File: src/ffpa_pkg.sv
// Shared types and constants for the first-fit pool allocator.
`default_nettype none

package ffpa_pkg;

    localparam int POOL_WORDS = 16384;
    localparam int IDX_W      = (POOL_WORDS > 1) ? $clog2(POOL_WORDS) : 1;
    localparam longint CAP_RAW = 4 * longint'(POOL_WORDS);
    localparam logic [16:0] POOL_CAP = 17'((CAP_RAW > 65536) ? 65536 : CAP_RAW);
    localparam logic [16:0] MIN_POOL = 17'd8;
    localparam logic [1:0]  ALIGN_MASK = 2'h3;

    localparam logic MODE_ALLOC = 1'b0;
    localparam logic MODE_FREE  = 1'b1;

    typedef struct packed {
        logic        used;
        logic [16:0] size;
    } t_hdr;

    typedef struct packed {
        logic             we;
        logic             re;
        logic [IDX_W-1:0] addr;
        t_hdr             wdata;
    } t_mem_req;

    typedef enum logic [2:0] {
        S_IDLE,
        S_RD,
        S_CHK,
        S_DEC,
        S_WR_SPLIT,
        S_WR_HDR,
        S_FR_WR,
        S_DONE
    } t_state;

    function automatic logic [IDX_W-1:0] off2idx(input logic [16:0] off);
        return IDX_W'(off >> 2);
    endfunction

endpackage

`default_nettype wire

File: src/ffpa_walker.sv
// Header walk sequencer: allocate and free operations, result register.
`default_nettype none

module ffpa_walker (
    input  wire logic               i_clk,
    input  wire logic               i_rst_n,
    input  wire logic [16:0]        i_pool_size,
    input  wire logic               i_in_valid,
    output logic                    o_in_ready,
    input  wire logic               i_mode,
    input  wire logic [16:0]        i_request_bytes,
    input  wire logic [15:0]        i_block_address,
    output logic                    o_out_valid,
    input  wire logic               i_out_ready,
    output logic [15:0]             o_granted_address,
    output logic                    o_success,
    output ffpa_pkg::t_mem_req      o_mem,
    input  wire ffpa_pkg::t_hdr     i_rdata
);
    import ffpa_pkg::*;

    t_state r_state, n_state;
    logic        r_mode, n_mode;
    logic [17:0] r_req, n_req;
    logic [16:0] r_off, n_off;
    logic [16:0] r_base, n_base;
    logic [16:0] r_have, n_have;
    logic        r_used, n_used;
    logic [16:0] r_give, n_give;
    logic [16:0] r_size, n_size;
    logic        r_first, n_first;
    logic        r_ok, n_ok;
    logic [15:0] r_gaddr, n_gaddr;
    logic        r_ovalid, n_ovalid;
    logic [15:0] r_oaddr, n_oaddr;
    logic        r_osucc, n_osucc;

    logic        w_accept;
    logic [17:0] w_req_sum;
    logic [17:0] w_req_rnd;
    logic        w_alloc_bad;
    logic        w_free_bad;
    logic [16:0] w_room;
    logic [16:0] w_have;
    logic [17:0] w_next;
    logic        w_end;
    logic        w_fit;
    logic [16:0] w_give;
    logic        w_stop;
    logic        w_load;

    assign w_accept    = i_in_valid && (r_state == S_IDLE);
    assign w_req_sum   = {1'b0, i_request_bytes} + 18'd3;
    assign w_req_rnd   = {w_req_sum[17:2], 2'b00};
    assign w_alloc_bad = (i_request_bytes == 17'd0) || (i_pool_size == 17'd0);
    assign w_free_bad  = (i_pool_size == 17'd0) || (i_block_address == 16'd0)
                      || ((i_block_address[1:0] & ALIGN_MASK) != 2'b00)
                      || ({1'b0, i_block_address} >= i_pool_size);

    // clip the header size to the pool end
    assign w_room  = i_pool_size - r_off - 17'd4;
    assign w_have  = (i_rdata.size > w_room) ? w_room : i_rdata.size;
    assign w_next  = {1'b0, r_off} + 18'd4 + {1'b0, r_have};
    assign w_end   = (w_next + 18'd4) >= {1'b0, i_pool_size};
    assign w_fit   = !r_used && ({1'b0, r_have} >= r_req);
    assign w_give  = ({1'b0, r_have} == r_req + 18'd8) ? r_have : r_req[16:0];
    assign w_stop  = !r_first && r_used;
    assign w_load  = (r_state == S_DONE) && (!r_ovalid || i_out_ready);

    // next state
    always_comb begin
        n_state = r_state;
        unique case (r_state)
            S_IDLE: begin
                if (w_accept) begin
                    if (i_mode == MODE_ALLOC) begin
                        n_state = w_alloc_bad ? S_DONE : S_RD;
                    end else begin
                        n_state = w_free_bad ? S_DONE : S_RD;
                    end
                end
            end
            S_RD:  n_state = S_CHK;
            S_CHK: n_state = S_DEC;
            S_DEC: begin
                if (r_mode == MODE_ALLOC) begin
                    if (w_fit) begin
                        n_state = (r_have != w_give) ? S_WR_SPLIT : S_WR_HDR;
                    end else begin
                        n_state = w_end ? S_DONE : S_CHK;
                    end
                end else begin
                    if (w_stop || w_end) begin
                        n_state = S_FR_WR;
                    end else begin
                        n_state = S_CHK;
                    end
                end
            end
            S_WR_SPLIT: n_state = S_WR_HDR;
            S_WR_HDR:   n_state = S_DONE;
            S_FR_WR:    n_state = S_DONE;
            S_DONE: begin
                if (w_load) begin
                    n_state = S_IDLE;
                end
            end
            default: n_state = S_IDLE;
        endcase
    end

    // datapath
    always_comb begin
        n_mode   = r_mode;
        n_req    = r_req;
        n_off    = r_off;
        n_base   = r_base;
        n_have   = r_have;
        n_used   = r_used;
        n_give   = r_give;
        n_size   = r_size;
        n_first  = r_first;
        n_ok     = r_ok;
        n_gaddr  = r_gaddr;
        n_ovalid = r_ovalid;
        n_oaddr  = r_oaddr;
        n_osucc  = r_osucc;

        if (r_ovalid && i_out_ready) begin
            n_ovalid = 1'b0;
        end

        case (r_state)
            S_IDLE: begin
                if (w_accept) begin
                    n_mode  = i_mode;
                    n_req   = w_req_rnd;
                    n_first = 1'b1;
                    n_ok    = 1'b0;
                    n_gaddr = 16'd0;
                    if (i_mode == MODE_ALLOC) begin
                        n_off  = 17'd0;
                        n_base = 17'd0;
                    end else begin
                        n_off  = {1'b0, i_block_address} - 17'd4;
                        n_base = {1'b0, i_block_address} - 17'd4;
                    end
                end
            end
            S_CHK: begin
                n_have = w_have;
                n_used = i_rdata.used;
            end
            S_DEC: begin
                if (r_mode == MODE_ALLOC) begin
                    if (w_fit) begin
                        n_give = w_give;
                    end else if (!w_end) begin
                        n_off = w_next[16:0];
                    end
                end else if (!w_stop) begin
                    n_first = 1'b0;
                    n_size  = r_first ? r_have : (r_size + r_have + 17'd4);
                    if (!w_end) begin
                        n_off = w_next[16:0];
                    end
                end
            end
            S_WR_HDR: begin
                n_ok    = 1'b1;
                n_gaddr = r_off[15:0] + 16'd4;
            end
            S_FR_WR: begin
                n_ok    = 1'b1;
                n_gaddr = 16'd0;
            end
            S_DONE: begin
                if (w_load) begin
                    n_ovalid = 1'b1;
                    n_oaddr  = r_gaddr;
                    n_osucc  = r_ok;
                end
            end
            default: ;
        endcase
    end

    // memory requests and handshake
    always_comb begin
        o_mem       = '0;
        o_in_ready  = 1'b0;
        unique case (r_state)
            S_IDLE: o_in_ready = 1'b1;
            S_RD: begin
                o_mem.re   = 1'b1;
                o_mem.addr = off2idx(r_off);
            end
            S_DEC: begin
                if (((r_mode == MODE_ALLOC) && !w_fit && !w_end)
                        || ((r_mode == MODE_FREE) && !w_stop && !w_end)) begin
                    o_mem.re   = 1'b1;
                    o_mem.addr = off2idx(w_next[16:0]);
                end
            end
            S_WR_SPLIT: begin
                o_mem.we         = 1'b1;
                o_mem.addr       = off2idx(r_off + 17'd4 + r_give);
                o_mem.wdata.used = 1'b0;
                o_mem.wdata.size = r_have - r_give - 17'd4;
            end
            S_WR_HDR: begin
                o_mem.we         = 1'b1;
                o_mem.addr       = off2idx(r_off);
                o_mem.wdata.used = 1'b1;
                o_mem.wdata.size = r_give;
            end
            S_FR_WR: begin
                o_mem.we         = 1'b1;
                o_mem.addr       = off2idx(r_base);
                o_mem.wdata.used = 1'b0;
                o_mem.wdata.size = r_size;
            end
            S_CHK, S_DONE: ;
            default: ;
        endcase
    end

    always_ff @(posedge i_clk) begin
        if (!i_rst_n) begin
            r_state  <= S_IDLE;
            r_ovalid <= 1'b0;
        end else begin
            r_state  <= n_state;
            r_ovalid <= n_ovalid;
        end
    end

    always_ff @(posedge i_clk) begin
        r_mode  <= n_mode;
        r_req   <= n_req;
        r_off   <= n_off;
        r_base  <= n_base;
        r_have  <= n_have;
        r_used  <= n_used;
        r_give  <= n_give;
        r_size  <= n_size;
        r_first <= n_first;
        r_ok    <= n_ok;
        r_gaddr <= n_gaddr;
        r_oaddr <= n_oaddr;
        r_osucc <= n_osucc;
    end

    assign o_out_valid       = r_ovalid;
    assign o_granted_address = r_oaddr;
    assign o_success         = r_osucc;

endmodule

`default_nettype wire

File: config.mk
export PLATFORM = sky130hd
export DESIGN_NAME = ffpa_walker
export DESIGN_NICKNAME = d
export VERILOG_FILES = /design/src/ffpa_pkg.sv /design/src/ffpa_walker.sv
export SDC_FILE = /design/constraint.sdc
export NUM_CORES = 1
export LEC_CHECK = 0
export BUFFER_PORTS_ARGS = -buffer_cell sky130_fd_sc_hd__buf_2
export CORE_AREA = 8 8 192 194
export DETAILED_ROUTE_END_ITERATION = 7
export DIE_AREA = 0 0 200 202
export HOLD_SLACK_MARGIN = 0.15
export PLACE_DENSITY = 0.66
export SLEW_MARGIN = 5
export SYNTH_ARGS = -nofsm -noshare
export SYNTH_HDL_FRONTEND = slang
export SYNTH_SLANG_ARGS = --single-unit
File: constraint.sdc
create_clock -name i_clk -period 7.9 [get_ports i_clk]
set_input_delay 1.58 -clock i_clk [delete_from_list [all_inputs] [get_ports i_clk]]
set_output_delay 1.58 -clock i_clk [all_outputs]
set_load 0.1 [all_outputs]
==> metrics.txt <==
# diodes 0; Yosys top cell area share 0.290; Slew HR 0.228; status finished, final reports clean; Synth top cells by count ha_1, inv_1, edfxtp_1, nand2_1, o21ai_0; reg2reg setup slack 2170 ps; TritonCTS clock tree done; setup_tns 0 ps; number of iterations in the first detailed-routing pass 5; layout filler cell count 3226; clock skew 10.3 ps; number of synthesized flops with an enable pin 135; first-pass GRT wire length 68.2 mm; Initial DRC Count 963; Die Height 202 um; Root Driver clkbuf_16; vias in the first global route 12100; Initial Util 0.412; Clock Latency Late Sink 430 ps; Yosys warning count 0; critical path type reg -> out; number of remaining DRC errors 0; Inst Count DP 2150; post-route clock period utilization 0.976; Crit. End Element primary output; Cells after Synth 1563; # clock sinks 139; crit path max fanout 5; Synth cell types 79; synthesized cell area 14000 um^2; Final ANT Viol Nets 0; final WL 45.0 mm; met3 usage 0.0444; max-cap viol count 0; worst hold path type reg -> reg; worst-case clock buffer depth 2; core area 33900 um^2; Primary FF master, synth edfxtp_1; critical path launch point type register; r2r startpoint r_have[2]; wire length per cell 20.6 um; largest net degree at the start of global routing 60; met1 GRT Util 0.298; die width 200 um; worst hold margin 410 ps; number of synthesized register bits 139; Final #Nets 2021; number of buffers added on ports 125; final hold viol count 0; layout cells sized above 1 0.153; Num CTS Buffers 17; row count 68; Worst Max-Slew Pin Slew 1160 ps; Critical Path RT 6320 ps; routability cong. 0.922; area grow syn2layout 17.4%; Data arrival, critical path 6130 ps; Worst R2R End r_off[1]; hold endpoint o_granted_address[1]; CP Launch Point r_have[2]; via count 12300; R2R cell count 25; Final Max Tran Viols 0; I/O pin count 126; Final setup viols 0; Die ar. 40400 um^2; CTS clk-pin slew, worst paths 60 ps; initial antenna violation count 2; Syn Area/Cell 8.95 um^2; Hold Crit Depth 0; fmax 130 MHz; gr usage total 0.221; Hold Startpoint r_gaddr[1]; fin crit period 7710 ps; cell taking the most area after synthesis edfxtp_1; most instantiated library cell after synthesis ha_1; post-DR vias/cell 5.63; top post-synthesis cells by area edfxtp_1, ha_1, xnor2_1; sequential fraction of the synthesis area 0.296; dpl hpwl 36.5 mm; post-synthesis async set-or-reset flop share 0; grt peak-use layer met2; met2 Use GR 0.338; total gr overflow 0; H-tree levels 4; Final Non-Filler Cells 2188
-- metrics by stage --
stage / setup WS (ps) / instance area, um^2 / util
after detailed placement: 433 / 15600 / 0.461
after floorplan: -282 / 14000 / -
after CTS: 25.5 / 16300 / 0.480
final: 189 / 16400 / 0.483
after global routing: -142 / 16400 / 0.483
after global placement: 577 / 15600 / 0.461
-- repair_timing --
| item | 4_1_cts | 5_1_grt |
|---|---|---|
| endpoints found under the setup margin | 1 | 15 |
| resized for setup | 1 | 18 |
| hold buffers | 0 | 0 |
| setup buffers | 0 | 6 |
| pin swaps | 0 | 9 |
| gates cloned | 0 | 0 |
-- registers in the layout, summed over array words and instances (netlist names) --
register / flops
r_size: 17
r_first: 1
o_out_valid: 1
r_off: 17
r_ok: 1
r_state: 3
r_gaddr: 16
r_req: 16
r_give: 17
r_used: 1
o_granted_address: 16
r_have: 17
o_success: 1
r_mode: 1
r_base: 14
-- worst max-delay path, cell delays in order (launching register included) --
cell and delay [ps]:
edfxtp_1 410, inv_1 200, ha_1 300, inv_1 90, ha_1 250, a211oi_1 380, o21ai_1 160, a21oi_1 260
xnor2_2 200, nand4_1 200, or3_4 450, nor3_2 210, xnor2_1 90, ha_1 340, nand2_1 100, a21oi_1 60
a211oi_2 190, o21ai_1 90, a211oi_1 230, buf_4 180, o211ai_1 130, buf_4 180, or4_1 520, o211ai_1 210
clkbuf_16 290
-- cells by family (layout without fill, tap and decap cells) --
kind of cell	count (synthesis)	in the layout	synth area share
xor+xnor	133	133	0.0833
mux	18	18	0.0139
flops	139	139	0.296
other cells	1	2	0.000268
fa+ha+maj	228	228	0.207
simple gates	448	448	0.163
compound gates	387	387	0.181
buf+inv	209	378	0.0567
-- layout make-up --
type / instances / area [um^2] / area share
Clock buffer: 17 / 425 / 0.0259
Clock inverter: 15 / 213 / 0.0130
Inverter: 165 / 619 / 0.0377
Multi-Input combinational cell: 1216 / 9160 / 0.558
Sequential cell: 139 / 4140 / 0.252
Tap cell: 455 / 569 / 0.0347
Timing Repair Buffer: 181 / 1290 / 0.0785
-- cell usage in the layout (no fill, tap or decap), types with 19 or more instances in the layout --
cell type / instances
a21o_1: 25
a21oi_1: 71
and3_1: 19
buf_2: 110
buf_4: 55
edfxtp_1: 135
ha_1: 223
inv_1: 165
nand2_1: 125
nand2b_1: 23
nand3_1: 34
nor2_1: 84
nor2b_1: 22
nor3_1: 30
nor4_1: 22
o21ai_0: 113
o31ai_1: 21
xnor2_1: 70
xor2_1: 60
-- metal layers --
metal / vias to the layer above / share of wire
met1: 5764 / 0.45
met5: - / 0.00042
met3: 93 / 0.072
met4: 4 / 0.037
li1: 6012 / -
met2: 440 / 0.44
-- worst max path at each step --
| stage | end | slack, ps | depth (start not counted) |
|---|---|---|---|
| after floorplan | o_mem[18] | -280 | 23 |
| after global placement | o_mem[20] | 580 | 27 |
| after detailed placement | o_mem[20] | 430 | 26 |
| after CTS | o_mem[32] | 30 | 24 |
| after global routing | o_mem[32] | -140 | 24 |
| final | o_mem[32] | 190 | 24 |
Power is left out: the tool's default activity adds up to more than one toggle a clock period on the data nets, which glitch-free logic cannot reach.
